==> config.mk <==
export PLATFORM = sky130hd
export DESIGN_NAME = c_like_token_scanner
export DESIGN_NICKNAME = d
export VERILOG_FILES = /design/src/rtl/clts_pkg.sv /design/src/rtl/clts_core.sv /design/src/rtl/clts_outq.sv /design/src/rtl/c_like_token_scanner.sv
export VERILOG_INCLUDE_DIRS = /design/src /design/src/rtl
export SDC_FILE = /design/constraint.sdc
export NUM_CORES = 1
export LEC_CHECK = 0
export BUFFER_PORTS_ARGS = -buffer_cell sky130_fd_sc_hd__buf_2
export CAP_MARGIN = 20
export CORE_UTILIZATION = 61
export DETAILED_ROUTE_END_ITERATION = 16
export GPL_TIMING_DRIVEN = 0
export PLACE_DENSITY_LB_ADDON = 0.15
export SYNTH_ARGS = -nofsm -noshare
export SYNTH_HDL_FRONTEND = slang
export SYNTH_SLANG_ARGS = --single-unit
==> constraint.sdc <==
create_clock -name clk -period 12.5 [get_ports clk]
set_input_delay 3.75 -clock clk [delete_from_list [all_inputs] [get_ports clk]]
set_output_delay 3.75 -clock clk [all_outputs]
set_load 0.01 [all_outputs]
==> src/rtl/c_like_token_scanner_assert.svh <==
// assertion macros for the token scanner
`ifndef C_LIKE_TOKEN_SCANNER_ASSERT_SVH
`define C_LIKE_TOKEN_SCANNER_ASSERT_SVH

// implication checked on every clock edge outside reset
`define CLTS_ASSERT_IMP(label, lhs, rhs, msg) \
    label: assert property (@(posedge clk) disable iff (!rst_n) (lhs) |-> (rhs)) \
        else $error(msg);

// implication whose consequent is checked in the next cycle
`define CLTS_ASSERT_NEXT(label, lhs, rhs, msg) \
    label: assert property (@(posedge clk) disable iff (!rst_n) (lhs) |=> (rhs)) \
        else $error(msg);

`endif

==> src/rtl/clts_pkg.sv <==
`default_nettype none
package clts_pkg;

    localparam int OFFSET_BITS_DEF = 32;
    localparam int LINE_BITS_DEF   = 16;
    localparam int COLUMN_BITS_DEF = 16;

    localparam int LEN_BITS = 16;
    localparam int ERR_BITS = 16;
    localparam int CLS_BITS = 6;

    // pending token kinds
    typedef enum logic [2:0] {
        PK_NONE    = 3'd0,
        PK_IDENT   = 3'd1,
        PK_NUMBER  = 3'd2,
        PK_EXCL    = 3'd3,
        PK_LESS    = 3'd4,
        PK_GREATER = 3'd5,
        PK_AMP     = 3'd6,
        PK_PIPE    = 3'd7
    } pkind_t;

    // token classes
    localparam logic [5:0] TC_END      = 6'd0;
    localparam logic [5:0] TC_IDENT    = 6'd1;
    localparam logic [5:0] TC_INT      = 6'd2;
    localparam logic [5:0] TC_BOOL_LIT = 6'd3;
    localparam logic [5:0] TC_IF       = 6'd4;
    localparam logic [5:0] TC_ELSE     = 6'd5;
    localparam logic [5:0] TC_WHILE    = 6'd6;
    localparam logic [5:0] TC_FOR      = 6'd7;
    localparam logic [5:0] TC_RETURN   = 6'd8;
    localparam logic [5:0] TC_BREAK    = 6'd9;
    localparam logic [5:0] TC_CONTINUE = 6'd10;
    localparam logic [5:0] TC_INT_KW   = 6'd11;
    localparam logic [5:0] TC_BOOL_KW  = 6'd12;
    localparam logic [5:0] TC_PLUS     = 6'd13;
    localparam logic [5:0] TC_MINUS    = 6'd14;
    localparam logic [5:0] TC_STAR     = 6'd15;
    localparam logic [5:0] TC_SLASH    = 6'd16;
    localparam logic [5:0] TC_PERCENT  = 6'd17;
    localparam logic [5:0] TC_NOT      = 6'd18;
    localparam logic [5:0] TC_NE       = 6'd19;
    localparam logic [5:0] TC_LT       = 6'd20;
    localparam logic [5:0] TC_SHL      = 6'd21;
    localparam logic [5:0] TC_LE       = 6'd22;
    localparam logic [5:0] TC_GT       = 6'd23;
    localparam logic [5:0] TC_SHR      = 6'd24;
    localparam logic [5:0] TC_GE       = 6'd25;
    localparam logic [5:0] TC_AND      = 6'd26;
    localparam logic [5:0] TC_LAND     = 6'd27;
    localparam logic [5:0] TC_OR       = 6'd28;
    localparam logic [5:0] TC_LOR      = 6'd29;
    localparam logic [5:0] TC_XOR      = 6'd30;
    localparam logic [5:0] TC_SEMI     = 6'd31;
    localparam logic [5:0] TC_COMMA    = 6'd32;
    localparam logic [5:0] TC_LPAREN   = 6'd33;
    localparam logic [5:0] TC_RPAREN   = 6'd34;
    localparam logic [5:0] TC_LBRACE   = 6'd35;
    localparam logic [5:0] TC_RBRACE   = 6'd36;
    localparam logic [5:0] TC_ASSIGN   = 6'd37;
    localparam logic [5:0] TC_ERROR    = 6'd38;

    function automatic logic is_letter(input logic [7:0] c);
        return (c >= 8'h61 && c <= 8'h7A) || (c >= 8'h41 && c <= 8'h5A);
    endfunction

    function automatic logic is_digit(input logic [7:0] c);
        return c >= 8'h30 && c <= 8'h39;
    endfunction

    // class of a single-character operator or delimiter that never pairs, error otherwise
    function automatic logic [5:0] single_class(input logic [7:0] c);
        logic [5:0] r;
        case (c)
            8'h2B:   r = TC_PLUS;
            8'h2D:   r = TC_MINUS;
            8'h2A:   r = TC_STAR;
            8'h2F:   r = TC_SLASH;
            8'h25:   r = TC_PERCENT;
            8'h5E:   r = TC_XOR;
            8'h3B:   r = TC_SEMI;
            8'h2C:   r = TC_COMMA;
            8'h28:   r = TC_LPAREN;
            8'h29:   r = TC_RPAREN;
            8'h7B:   r = TC_LBRACE;
            8'h7D:   r = TC_RBRACE;
            8'h3D:   r = TC_ASSIGN;
            default: r = TC_ERROR;
        endcase
        return r;
    endfunction

    // keyword lookup on the first 8 identifier bytes
    function automatic logic [5:0] ident_class(input logic [63:0] p,
                                               input logic [15:0] len);
        logic [5:0] r;
        r = TC_IDENT;
        if (len == 16'd2 && p[15:0] == 16'h6669) r = TC_IF;
        if (len == 16'd4 && p[31:0] == 32'h65736C65) r = TC_ELSE;
        if (len == 16'd5 && p[39:0] == 40'h656C696877) r = TC_WHILE;
        if (len == 16'd3 && p[23:0] == 24'h726F66) r = TC_FOR;
        if (len == 16'd6 && p[47:0] == 48'h6E7275746572) r = TC_RETURN;
        if (len == 16'd5 && p[39:0] == 40'h6B61657262) r = TC_BREAK;
        if (len == 16'd8 && p == 64'h65756E69746E6F63) r = TC_CONTINUE;
        if (len == 16'd3 && p[23:0] == 24'h746E69) r = TC_INT_KW;
        if (len == 16'd4 && p[31:0] == 32'h6C6F6F62) r = TC_BOOL_KW;
        if (len == 16'd4 && p[31:0] == 32'h65757274) r = TC_BOOL_LIT;
        if (len == 16'd5 && p[39:0] == 40'h65736C6166) r = TC_BOOL_LIT;
        return r;
    endfunction

endpackage
`default_nettype wire

==> src/rtl/clts_core.sv <==
`default_nettype none
// scanner state and decision logic; one character per cycle in while step is high, up to two tokens out
module clts_core #(
    parameter int OFFSET_BITS = clts_pkg::OFFSET_BITS_DEF,
    parameter int LINE_BITS   = clts_pkg::LINE_BITS_DEF,
    parameter int COLUMN_BITS = clts_pkg::COLUMN_BITS_DEF,
    parameter int TOK_BITS    = 6 + OFFSET_BITS + LINE_BITS + COLUMN_BITS + 32
)(
    input  wire logic                clk,
    input  wire logic                rst_n,
    input  wire logic                step,
    input  wire logic [7:0]          char_code,
    input  wire logic                end_of_text,
    output logic      [1:0]          tok_count,
    output logic      [TOK_BITS-1:0] tok0,
    output logic      [TOK_BITS-1:0] tok1
);
    import clts_pkg::*;

    pkind_t                   pkind_reg, pkind_next;
    logic [OFFSET_BITS-1:0]   poff_reg, poff_next;
    logic [LINE_BITS-1:0]     pline_reg, pline_next;
    logic [COLUMN_BITS-1:0]   pcol_reg, pcol_next;
    logic [LEN_BITS-1:0]      plen_reg, plen_next;
    logic [63:0]              prefix_reg, prefix_next;
    logic [OFFSET_BITS-1:0]   off_reg, off_next;
    logic [LINE_BITS-1:0]     line_reg, line_next;
    logic [COLUMN_BITS-1:0]   col_reg, col_next;
    logic [ERR_BITS-1:0]      err_reg, err_next;

    logic [5:0]  pair_cls;
    logic [5:0]  flush_cls;
    logic [5:0]  sc;
    logic        grow;
    logic [ERR_BITS-1:0] err_out;

    always_comb
    begin
        pair_cls = TC_END;
        grow = 1'b0;
        case (pkind_reg)
            PK_IDENT:   grow = is_letter(char_code) || is_digit(char_code)
                               || char_code == 8'h5F;
            PK_NUMBER:  grow = is_digit(char_code);
            PK_EXCL:    if (char_code == 8'h3D) pair_cls = TC_NE;
            PK_LESS:    if (char_code == 8'h3C) pair_cls = TC_SHL;
                        else if (char_code == 8'h3D) pair_cls = TC_LE;
            PK_GREATER: if (char_code == 8'h3E) pair_cls = TC_SHR;
                        else if (char_code == 8'h3D) pair_cls = TC_GE;
            PK_AMP:     if (char_code == 8'h26) pair_cls = TC_LAND;
            PK_PIPE:    if (char_code == 8'h7C) pair_cls = TC_LOR;
            default:    pair_cls = TC_END;
        endcase
        case (pkind_reg)
            PK_IDENT:   flush_cls = ident_class(prefix_reg, plen_reg);
            PK_NUMBER:  flush_cls = TC_INT;
            PK_EXCL:    flush_cls = TC_NOT;
            PK_LESS:    flush_cls = TC_LT;
            PK_GREATER: flush_cls = TC_GT;
            PK_AMP:     flush_cls = TC_AND;
            PK_PIPE:    flush_cls = TC_OR;
            default:    flush_cls = TC_END;
        endcase
    end

    assign sc = single_class(char_code);

    always_comb
    begin
        pkind_next  = pkind_reg;
        poff_next   = poff_reg;
        pline_next  = pline_reg;
        pcol_next   = pcol_reg;
        plen_next   = plen_reg;
        prefix_next = prefix_reg;
        off_next    = off_reg;
        line_next   = line_reg;
        col_next    = col_reg;
        err_next    = err_reg;
        err_out     = err_reg;
        tok_count   = 2'd0;
        tok0 = {TOK_BITS{1'b0}};
        tok1 = {TOK_BITS{1'b0}};
        if (end_of_text)
        begin
            if (pkind_reg != PK_NONE)
            begin
                tok_count = 2'd2;
                tok0 = {err_reg, plen_reg, pcol_reg, pline_reg, poff_reg, flush_cls};
                tok1 = {err_reg, {LEN_BITS{1'b0}}, col_reg, line_reg, off_reg, TC_END};
            end
            else
            begin
                tok_count = 2'd1;
                tok0 = {err_reg, {LEN_BITS{1'b0}}, col_reg, line_reg, off_reg, TC_END};
            end
            pkind_next = PK_NONE;
        end
        else
        begin
            off_next = off_reg + 1'b1;
            if (char_code == 8'h0A)
            begin
                if (line_reg != {LINE_BITS{1'b1}}) line_next = line_reg + 1'b1;
                col_next = '0;
            end
            else if (col_reg != {COLUMN_BITS{1'b1}})
            begin
                col_next = col_reg + 1'b1;
            end
            if (grow)
            begin
                if (pkind_reg == PK_IDENT && plen_reg < 16'd8)
                    prefix_next = prefix_reg | ({56'd0, char_code} << {plen_reg[2:0], 3'b000});
                if (plen_reg != {LEN_BITS{1'b1}}) plen_next = plen_reg + 1'b1;
            end
            else if (pair_cls != TC_END)
            begin
                tok_count = 2'd1;
                tok0 = {err_reg, 16'd2, pcol_reg, pline_reg, poff_reg, pair_cls};
                plen_next = 16'd2;
                pkind_next = PK_NONE;
            end
            else
            begin
                pkind_next = PK_NONE;
                if (sc == TC_ERROR && err_reg != {ERR_BITS{1'b1}})
                    err_out = err_reg + 1'b1;
                if (char_code == 8'h20 || char_code == 8'h09 || char_code == 8'h0A)
                begin
                    pkind_next = PK_NONE;
                end
                else if (is_letter(char_code) || is_digit(char_code)
                         || char_code == 8'h21 || char_code == 8'h3C
                         || char_code == 8'h3E || char_code == 8'h26
                         || char_code == 8'h7C)
                begin
                    if (is_letter(char_code))      pkind_next = PK_IDENT;
                    else if (is_digit(char_code))  pkind_next = PK_NUMBER;
                    else if (char_code == 8'h21)   pkind_next = PK_EXCL;
                    else if (char_code == 8'h3C)   pkind_next = PK_LESS;
                    else if (char_code == 8'h3E)   pkind_next = PK_GREATER;
                    else if (char_code == 8'h26)   pkind_next = PK_AMP;
                    else                           pkind_next = PK_PIPE;
                    poff_next   = off_reg;
                    pline_next  = line_reg;
                    pcol_next   = col_reg;
                    plen_next   = 16'd1;
                    prefix_next = is_letter(char_code) ? {56'd0, char_code} : 64'd0;
                    err_out     = err_reg;
                end
                else
                begin
                    err_next = err_out;
                    if (pkind_reg != PK_NONE)
                    begin
                        tok_count = 2'd2;
                        tok0 = {err_reg, plen_reg, pcol_reg, pline_reg, poff_reg,
                                flush_cls};
                        tok1 = {err_out, 16'd1, col_reg, line_reg, off_reg, sc};
                    end
                    else
                    begin
                        tok_count = 2'd1;
                        tok0 = {err_out, 16'd1, col_reg, line_reg, off_reg, sc};
                    end
                end
                if (tok_count == 2'd0 && pkind_reg != PK_NONE)
                begin
                    tok_count = 2'd1;
                    tok0 = {err_reg, plen_reg, pcol_reg, pline_reg, poff_reg, flush_cls};
                end
            end
        end
    end

    always_ff @(posedge clk or negedge rst_n)
    begin
        if (!rst_n)
        begin
            pkind_reg  <= PK_NONE;
            poff_reg   <= '0;
            pline_reg  <= '0;
            pcol_reg   <= '0;
            plen_reg   <= '0;
            prefix_reg <= '0;
            off_reg    <= '0;
            line_reg   <= '0;
            col_reg    <= '0;
            err_reg    <= '0;
        end
        else if (step)
        begin
            pkind_reg  <= pkind_next;
            poff_reg   <= poff_next;
            pline_reg  <= pline_next;
            pcol_reg   <= pcol_next;
            plen_reg   <= plen_next;
            prefix_reg <= prefix_next;
            off_reg    <= off_next;
            line_reg   <= line_next;
            col_reg    <= col_next;
            err_reg    <= err_next;
        end
    end
endmodule
`default_nettype wire

==> src/rtl/clts_outq.sv <==
`default_nettype none
// result queue: up to two tokens from one beat, drained one per beat
module clts_outq #(
    parameter int TOK_BITS = 102
)(
    input  wire logic                clk,
    input  wire logic                rst_n,
    input  wire logic                push,
    input  wire logic [1:0]          push_count,
    input  wire logic [TOK_BITS-1:0] push0,
    input  wire logic [TOK_BITS-1:0] push1,
    output logic                     can_push,
    output logic                     out_valid,
    output logic      [TOK_BITS-1:0] out_tok,
    output logic                     out_last,
    input  wire logic                out_ready
);
    // four slots, so two tokens can be taken while up to two wait
    logic [TOK_BITS-1:0] slot_reg [4];
    logic [3:0]          last_reg;
    logic [1:0]          rd_reg, rd_next, wr_reg, wr_next;
    logic [2:0]          cnt_reg, cnt_next;
    logic                pop;
    logic [2:0]          added;

    assign out_valid = cnt_reg != 3'd0;
    assign out_tok   = slot_reg[rd_reg];
    assign out_last  = last_reg[rd_reg];
    assign pop       = out_valid && out_ready;
    assign can_push  = cnt_reg <= 3'd2;
    assign added     = push ? {1'b0, push_count} : 3'd0;
    assign rd_next   = rd_reg + {1'b0, pop};
    assign wr_next   = wr_reg + added[1:0];
    assign cnt_next  = cnt_reg + added - {2'b00, pop};

    always_ff @(posedge clk)
    begin
        if (push && push_count != 2'd0)
        begin
            slot_reg[wr_reg] <= push0;
            last_reg[wr_reg] <= push_count == 2'd1;
        end
        if (push && push_count == 2'd2)
        begin
            slot_reg[wr_reg + 2'd1] <= push1;
            last_reg[wr_reg + 2'd1] <= 1'b1;
        end
    end

    always_ff @(posedge clk or negedge rst_n)
    begin
        if (!rst_n)
        begin
            rd_reg  <= '0;
            wr_reg  <= '0;
            cnt_reg <= '0;
        end
        else
        begin
            rd_reg  <= rd_next;
            wr_reg  <= wr_next;
            cnt_reg <= cnt_next;
        end
    end
endmodule
`default_nettype wire

==> src/rtl/c_like_token_scanner.sv <==
`default_nettype none
// Longest-match scanner for a small C-like language. Each input beat carries
// one source byte (or the end marker in tuser); tokens leave on the master
// side once their extent is known, each with its start offset, line and
// column, its length and the running error count, and tlast marks the final
// token caused by one input beat. One byte is taken every cycle that s_tready
// is high: the scanner state is updated by a single pass of logic per beat,
// and results go into a four-entry queue, so s_tready only drops when that
// queue holds three or more untaken tokens. Results are written to the queue
// as their beat is taken; a beat yields at most two tokens, so a sink that
// takes one token per cycle keeps up except where two-token beats pile up.
module c_like_token_scanner #(
    parameter int OFFSET_BITS = clts_pkg::OFFSET_BITS_DEF,
    parameter int LINE_BITS   = clts_pkg::LINE_BITS_DEF,
    parameter int COLUMN_BITS = clts_pkg::COLUMN_BITS_DEF
)(
    input  wire logic clk,
    input  wire logic rst_n,
    input  wire logic s_tvalid,
    output logic      s_tready,
    input  wire logic [7:0] s_tdata,   // char_code
    input  wire logic       s_tuser,   // end_of_text
    output logic      m_tvalid,
    input  wire logic m_tready,
    // token_class, start_offset, start_line, token column, lexeme_length,
    // errors_so_far, zero fill to whole bytes
    output logic [((6 + OFFSET_BITS + LINE_BITS + COLUMN_BITS + 32 + 7) / 8) * 8 - 1:0] m_tdata,
    output logic      m_tlast      // last_of_run
);
    localparam int TOK_BITS = 6 + OFFSET_BITS + LINE_BITS + COLUMN_BITS + 32;
    localparam int OUT_BITS = ((TOK_BITS + 7) / 8) * 8;

    logic                step;
    logic [1:0]          tok_count;
    logic [TOK_BITS-1:0] tok0, tok1, q_tok;
    logic                can_push;

    assign s_tready = can_push;
    assign step     = s_tvalid && s_tready;

    clts_core #(
        .OFFSET_BITS (OFFSET_BITS),
        .LINE_BITS   (LINE_BITS),
        .COLUMN_BITS (COLUMN_BITS),
        .TOK_BITS    (TOK_BITS)
    ) u_core (
        .clk         (clk),
        .rst_n       (rst_n),
        .step        (step),
        .char_code   (s_tdata),
        .end_of_text (s_tuser),
        .tok_count   (tok_count),
        .tok0        (tok0),
        .tok1        (tok1)
    );

    clts_outq #(
        .TOK_BITS (TOK_BITS)
    ) u_outq (
        .clk        (clk),
        .rst_n      (rst_n),
        .push       (step),
        .push_count (tok_count),
        .push0      (tok0),
        .push1      (tok1),
        .can_push   (can_push),
        .out_valid  (m_tvalid),
        .out_tok    (q_tok),
        .out_last   (m_tlast),
        .out_ready  (m_tready)
    );

    assign m_tdata = {{(OUT_BITS - TOK_BITS){1'b0}}, q_tok};

`include "c_like_token_scanner_assert.svh"

    // an end marker always yields output on the next cycle
    `CLTS_ASSERT_NEXT(a_end_gives_token, step && s_tuser, m_tvalid, "end marker lost")
    // the end marker always yields at least one token
    `CLTS_ASSERT_IMP(a_end_count, step && s_tuser, tok_count != 2'd0, "no token at end")
    // never accept while the queue cannot take two tokens
    `CLTS_ASSERT_IMP(a_no_overrun, step, can_push, "queue overrun")

endmodule
`default_nettype wire

==> metrics.cfg, run 1 <==
[synth]
yosysUniqueCellTypes = 95
postSynthCellCount = 2431
synth_top_area_share_pct = 33.4
ys_async_sr_fraction_pct = 36.2
synth_area_um2 = 31200
synth_flop_cell = edfxtp_1
ys_seq_elements = 646
syn_avg_cell_area_um2 = 12.9
yosysWarnings = 0
yosys-top-cells-area = edfxtp_1, dfrtp_1, a22o_1, mux4_2, dfxtp_1
yosysTopAreaCell = edfxtp_1
yosysSeqAreaShare_pct = 56.3
synth_edf_count = 348

[critical_path]
cp_common_cell = clkbuf_1
cpPeakStageDelay_ns = 0.77
critPathLaunch = u_outq.rd_reg[0]
cp-start-kind = flip-flop
cp_num_buf_inv = 5
r2r_slack_ns = 8.32
cp_data_arrival_time_ns = 3.41
crit_family = buffers and inverters
critPathKind = flip-flop to primary output
regToRegStartpoint = u_outq.cnt_reg[0]
required_ns = 8.75
path_cells = clkbuf_1, clkbuf_1, buf_6, buf_1, mux4_2, buf_2
endpoint_kind = primary output
cp_max_fo = 10
critPathSlowestCell = buf_1

[sta]
tightest_slew_ns = 1.02
finalCritPeriodShare_pct = 57.3
period_minus_slack_ns = 7.16
relSlewSlack_pct = 32.2
skew_ns = 0.0201
drv_slew = 0
setup_violations = 0
fmax_ghz = 0.140
setup_tns_ns = 0
rsz0062_at_grt = no
finalWorstSetupSlack_ns = 5.34
hold_viol = 0

[route]
firstDrtPassIters = 6
drt_iter0_drc = 2733
vias = 22900
routed_wirelength_um = 89500
vias_per_cell = 6.84
wl_per_cell_um = 26.7
drc = 0
ant_nets = 0

[finish]
mostFrequentLayoutCell = edfxtp_1
fin_nets = 2653
seq_area_um2 = 17600
multi_input_area_um2 = 12300
layout-drive-gt1-share_pct = 20.8
largest_reg_flops = 408
antenna_cells = 0
nFillCells = 3477
instances_no_fill = 3352
area_delta_synth_final_pct = 12.4
final_cell_mix = edfxtp_1, a22o_1, dfrtp_1

[grt]
gr-total-overflow = 0
grt_use_total_pct = 34.3
grt_pass1_wl_um = 135000
antenna_found_initial = 2
grt_pass1_vias = 22700
grt_max_degree = 105

[clock_network]
worstSkewPairLatency_ns = 0.61
tritoncts = yes
ctsHoldBuffers = 0
ctsResizeCount = 0
htreeDepth = 3
clockBufferDepth = 3
cts_made_buffers = 68
clkTransAtPathRegs_ns = 0.06
cts.sinks = 646
cts_setup_buffers = 0
ctsRootBufferMaster = clkbuf_16

[power_and_ir_drop]
pwr-share-comb_pct = 29.5
irDropWorstVdd_uv = 112
p_leak_uw = 0.0134
switching_share_pct = 33.5
powerDensity_nw_per_um2 = 188
p_sw_uw = 2210
p_seq_share_pct = 39.9
p_int_uw = 4400
p_clk_share_pct = 30.6

[die]
start_util_pct = 62.0
pin_count = 120
die-width_um = 228
num_rows = 82
die_h_um = 228
die_area_um2 = 52100
core_um2 = 50400

[placed_design]
dp_slack_ns = 4.94
port_buffers = 115
dpl.hpwl_um = 58500
gp_congestion = 0.941
dp_cells = 3225

[job]
drv_cap = 0

[worst_hold_path]
hp-start = u_outq.last_reg[0]
min-delay-path-class = flip-flop to flip-flop

[run_status]
status = finished clean

## Yosys cell counts, types with 13 or more instances
cell	number
inv_1	24
nand3_1	48
and3_1	35
a21oi_1	39
o21ai_0	73
and2_1	31
xnor2_1	54
xor2_1	23
buf_4	21
o22ai_1	88
buf_2	74
mux2_2	65
nor3_1	83
nand4_1	33
o21a_1	50
dfxtp_1	64
buf_6	18
nor2_1	76
and4_1	13
buf_1	36
nand2b_1	14
ha_1	13
nor4_1	13
a22o_1	328
nand2_1	120
mux4_2	103
edfxtp_1	348
dfrtp_1	234
clkbuf_1	101
## final timing paths
check,to,cells after the start
max in group asynchronous,u_core.off_reg[8],3
max reg2reg,u_core.off_reg[27],9
max,m_tdata[70],6
min,u_outq.last_reg[0],1
min in group asynchronous,u_core.pcol_reg[2],1
min reg2reg,u_outq.last_reg[0],1
## power groups by stage
stage | clock (µW) | sequential (µW) | combinational (µW)
6_report | 2020 | 2640 | 1950
5_1_grt | 2120 | 2660 | 2050
4_1_cts | 2030 | 2630 | 1930
3_5_place_dp | 0 | 2670 | 1920
3_3_place_gp | 0 | 2690 | 1880
2_1_floorplan | 0 | 2640 | 1200
## through the flow
stage / power [µW] / area [µm²] / hold slack [ns] / util (%)
final: 6610 / 35100 / 0.464 / 69.7
after global routing: 6820 / 35100 / 0.489 / 69.7
after CTS: 6600 / 35100 / 0.468 / 69.6
after detailed placement: 4600 / 32900 / 0.454 / 65.2
after global placement: 4570 / 32700 / 0.444 / 64.8
after floorplan: 3850 / 31300 / 0.435 / -
## area by class of cell
class,instances,area share [%]
Buffer,253,3.59
Clock buffer,86,5.30
Clock inverter,38,1.01
Inverter,25,0.324
Multi-Input combinational cell,1508,35.1
Sequential cell,646,50.1
Tap cell,672,2.39
Timing Repair Buffer,124,2.24
## routing by layer
metal | GRT usage (%) | vias to the layer above | share of wire [%]
li1 | - | 9910 | -
met4 | 13.5 | 4 | 3.7
met1 | 46.4 | 11600 | 40
met5 | 0 | - | 0.026
met2 | 55.4 | 1138 | 48
met3 | 6.16 | 228 | 8.3
## cells by family after synthesis
group                      share of synthesized area (%)
AOI/OAI and AO/OA                                   16.4
DFF                                                 56.3
and+or+nand+nor                                     10.4
buffers and inverters                               4.33
muxes                                               9.89
xor gates and xnor gates                            2.16
adders and majority gates                          0.585
other                                             0.0120
Power figures use the tool's default switching activity.
==> inputs of run 2 (changes only) <==
--- a/config.mk
+++ b/config.mk
@@ -6,6 +6,7 @@
 export SDC_FILE = /design/constraint.sdc
 export NUM_CORES = 1
 export LEC_CHECK = 0
+export ABC_AREA = 1
 export BUFFER_PORTS_ARGS = -buffer_cell sky130_fd_sc_hd__buf_2
 export CAP_MARGIN = 20
 export CORE_UTILIZATION = 61
==> constraint.sdc (replaced) <==
create_clock -name clk -period 7.2 [get_ports clk]
set_input_delay 2.16 -clock clk [delete_from_list [all_inputs] [get_ports clk]]
set_output_delay 2.16 -clock clk [all_outputs]
set_load 0.01 [all_outputs]
==> run 2 against run 1 <==
Effect of this change: non-clock buffer count rose by 33; area after synthesis rose by 9.7%; global-route usage rose by 6.7 points; largest cell class unchanged; via count rose by 44%; worst setup slack got worse by 5.2 ns; register-to-register slack got worse by 5.2 ns; synthesized cell count rose by 71%; final area rose by 9.1%.
==> metrics.cfg, run 2 <==
[synth]
synth_flop_cell = edfxtp_1  ; unchanged
ys_seq_elements = 646  ; unchanged
synth.most_common_cell = nand2_1  ; was edfxtp_1
ys_async_sr_fraction_pct = 36.2  ; unchanged
postSynthCellCount = 4155  ; was 2431
yosysWarnings = 0  ; unchanged
yosysSeqAreaShare_pct = 51.3  ; was 56.3%
yosysUniqueCellTypes = 57  ; was 95
synth_common_cells = nand2_1, nor2_1, o21ai_0  ; was edfxtp_1, a22o_1, dfrtp_1
yosys-top-cells-area = edfxtp_1, dfrtp_1, nand2_1, o21ai_0, nor2_1  ; was edfxtp_1, dfrtp_1, a22o_1, mux4_2, dfxtp_1
yosysTopAreaCell = edfxtp_1  ; unchanged
syn_avg_cell_area_um2 = 8.25  ; was 12.9 µm²
synth_edf_count = 348  ; unchanged
synth_area_um2 = 34300  ; was 31200 µm²
synth_top_area_share_pct = 30.5  ; was 33.4%

[worst_hold_path]
min-delay-path-class = flip-flop to flip-flop  ; unchanged
worstHoldEndpoint = u_outq.slot_reg[2][77]  ; was u_outq.last_reg[0]
hold_path_depth = 2  ; was 1
hp-start = u_outq.slot_reg[2][77]  ; was u_outq.last_reg[0]

[placed_design]
dpl.hpwl_um = 82200  ; was 58500 µm
gp_congestion = 1.01  ; was 0.941
dp_cells = 5027  ; was 3225
dp_slack_ns = 1.25  ; was 4.94 ns
port_buffers = 117  ; was 115

[grt]
antenna_found_initial = 3  ; was 2
grt_max_degree = 99  ; was 105
grt_use_total_pct = 40.9  ; was 34.3%
use_met2_pct = 62.5  ; was 55.4%
busiest_layer = met2  ; unchanged
gr-total-overflow = 0  ; unchanged
gr-usage-met1_pct = 54.8  ; was 46.4%
grt_pass1_wl_um = 177000  ; was 135000 µm
grtUsageMet3_pct = 9.98  ; was 6.16%
grt_pass1_vias = 30900  ; was 22700

[sta]
fmax_ghz = 0.142
drv_slew = 0  ; unchanged
setup_violations = 0  ; unchanged
finalCritPeriodShare_pct = 97.9
hold_slack_ns = 0.460  ; was 0.464 ns
rsz0062_at_grt = no  ; unchanged
tightest_slew_ns = 1.04  ; was 1.02 ns
skew_ns = 0.0220  ; was 0.0201 ns
period_minus_slack_ns = 7.05
hold_viol = 0  ; unchanged
setup_tns_ns = 0  ; unchanged
relSlewSlack_pct = 30.4  ; was 32.2%
finalWorstSetupSlack_ns = 0.152  ; was 5.34 ns

[critical_path]
cp_max_fo = 10  ; unchanged
cp-start-kind = flip-flop  ; unchanged
cpPeakStageDelay_ns = 0.80  ; was 0.77 ns
endpoint_kind = primary output  ; unchanged
required_ns = 5.04  ; was 8.75 ns
r2r_slack_ns = 3.12  ; was 8.32 ns
critPathKind = flip-flop to primary output  ; unchanged
r2r_cells = 16  ; was 9
regToRegStartpoint = u_core.pkind_reg[1]  ; was u_outq.cnt_reg[0]
rr_endpoint = u_outq.slot_reg[0][52]  ; was u_core.off_reg[27]
cp_data_arrival_time_ns = 4.89  ; was 3.41 ns
cp_common_cell = clkbuf_1  ; unchanged
path_cells = clkbuf_1, clkbuf_1, clkinv_1, clkbuf_1, clkbuf_1, nor2_1, o22ai_1, buf_2  ; was clkbuf_1, clkbuf_1, buf_6, buf_1, mux4_2, buf_2
critPathSlowestCell = clkinv_1  ; was buf_1

[power_and_ir_drop]
p_leak_uw = 0.0150  ; was 0.0134 µW
power_uw = 15800  ; was 6610 µW
irDropWorstVdd_uv = 264  ; was 112 µV
powerDensity_nw_per_um2 = 413  ; was 188 nW/µm²

[finish]
layout-drive-gt1-share_pct = 9.35  ; was 20.8%
seq_area_um2 = 17600  ; unchanged
instances_no_fill = 5157  ; was 3352
fin_nets = 4379  ; was 2653
nFillCells = 4573  ; was 3477
area_delta_synth_final_pct = 11.7  ; was 12.4%
multi_input_area_um2 = 14300  ; was 12300 µm²
mostFrequentLayoutCell = nand2_1  ; was edfxtp_1
largest_reg_flops = 408  ; unchanged
final_cell_mix = nand2_1, nor2_1, o21ai_0  ; was edfxtp_1, a22o_1, dfrtp_1

[clock_network]
clkTransAtPathRegs_ns = 0.06  ; about the same
cts.sinks = 646  ; unchanged
htreeDepth = 3  ; unchanged
clockBufferDepth = 3  ; unchanged
cts_setup_buffers = 0  ; unchanged
ctsResizeCount = 0  ; unchanged
cts_made_buffers = 71  ; was 68
ctsRootBufferMaster = clkbuf_16  ; unchanged
tritoncts = yes  ; unchanged
worstSkewPairLatency_ns = 0.63  ; was 0.61 ns
ctsHoldBuffers = 0  ; unchanged

[die]
die_h_um = 239  ; was 228 µm
die-width_um = 239  ; was 228 µm
pin_count = 120  ; unchanged
num_rows = 86  ; was 82
core_um2 = 55300  ; was 50400 µm²
start_util_pct = 62.0  ; about the same
die_area_um2 = 57200  ; was 52100 µm²

[route]
drc = 0  ; unchanged
vias_per_cell = 6.39  ; was 6.84
firstDrtPassIters = 7  ; was 6
vias = 32900  ; was 22900
routed_wirelength_um = 117000  ; was 89500 µm
drt_iter0_drc = 4644  ; was 2733
ant_nets = 0  ; unchanged
wl_per_cell_um = 22.8  ; was 26.7 µm

[job]
drv_cap = 0  ; unchanged

[run_status]
status = finished clean  ; unchanged

## run 2: cell types whose count changed after synthesis, sizes merged, moves of 64 or more
cell,delta
nand2,+815
o21ai,+519
a22o,-328
nor2,+318
inv,+257
nand3,+231
a21oi,+129
o22ai,+123
mux4,-103
mux2,-64
## run 2: layer usage
layer	share of wire (%)	vias up
li1	-	14700
met1	38	15400
met2	44	2368
met3	13	411
met4	5.1	2
met5	0.0077	-
## run 2: cell type report
cell class	instances	share of cell area (%)
clock inverters	17	0.467
flip-flops and latches	646	45.9
well taps	748	2.44
plain buffers	287	3.61
multi-input cells	2938	37.3
inverters	285	2.83
repair buffers	123	1.99
diodes	3	0.0196
clock buffers	110	5.49
## run 2: critical path: cells and delay by family, from the launching register on
kind	cells	cell delay [ns]
AOI/OAI and AO/OA	1	0.20
buffers and inverters	6	3.48
and+or+nand+nor	1	0.22
DFF	1	0.34
## run 2: kinds of logic (layout without fill, tap and decap cells)
kind of cell / Yosys count / after routing / share of synthesized area [%]
simple gates: 1785 / 1785 / 22.1
flops: 646 / 646 / 51.3
fa+ha+maj: 14 / 14 / 0.533
buf+inv: 572 / 822 / 7.19
compound gates: 1068 / 1068 / 17.1
other cells: 1 / 5 / 0.0109
mux: 1 / 1 / 0.0328
xor+xnor: 68 / 68 / 1.74
## run 2: worst max path at each step
| stage | slack, ns | start | to | depth (start not counted) |
|---|---|---|---|---|
| 2_1_floorplan | 1.12 | s_tdata[3] | u_outq.slot_reg[1][0] | 17 |
| 3_3_place_gp | -1.59 | s_tdata[3] | u_outq.slot_reg[0][56] | 18 |
| 3_5_place_dp | 1.25 | u_outq.rd_reg[0] | m_tdata[68] | 8 |
| 4_1_cts | 0.59 | u_outq.rd_reg[0] | m_tdata[68] | 8 |
| 5_1_grt | 0.21 | u_outq.rd_reg[0] | m_tdata[68] | 8 |
| 6_report | 0.15 | u_outq.rd_reg[0] | m_tdata[69] | 8 |
## run 2: metrics by stage
step           util [%]  cell area [µm²]
2_1_floorplan         -            34300
3_3_place_gp       64.8            35800
3_5_place_dp       65.1            36000
4_1_cts            69.2            38300
5_1_grt            69.2            38300
6_report           69.3            38300
## run 2: power breakdown
part	switching, µW	leakage (µW)	total, µW	internal [µW]
Sequential	453	0.00671	5220	4770
Combinational	5100	0.00721	6960	1860
Clock	1510	0.00111	3630	2120
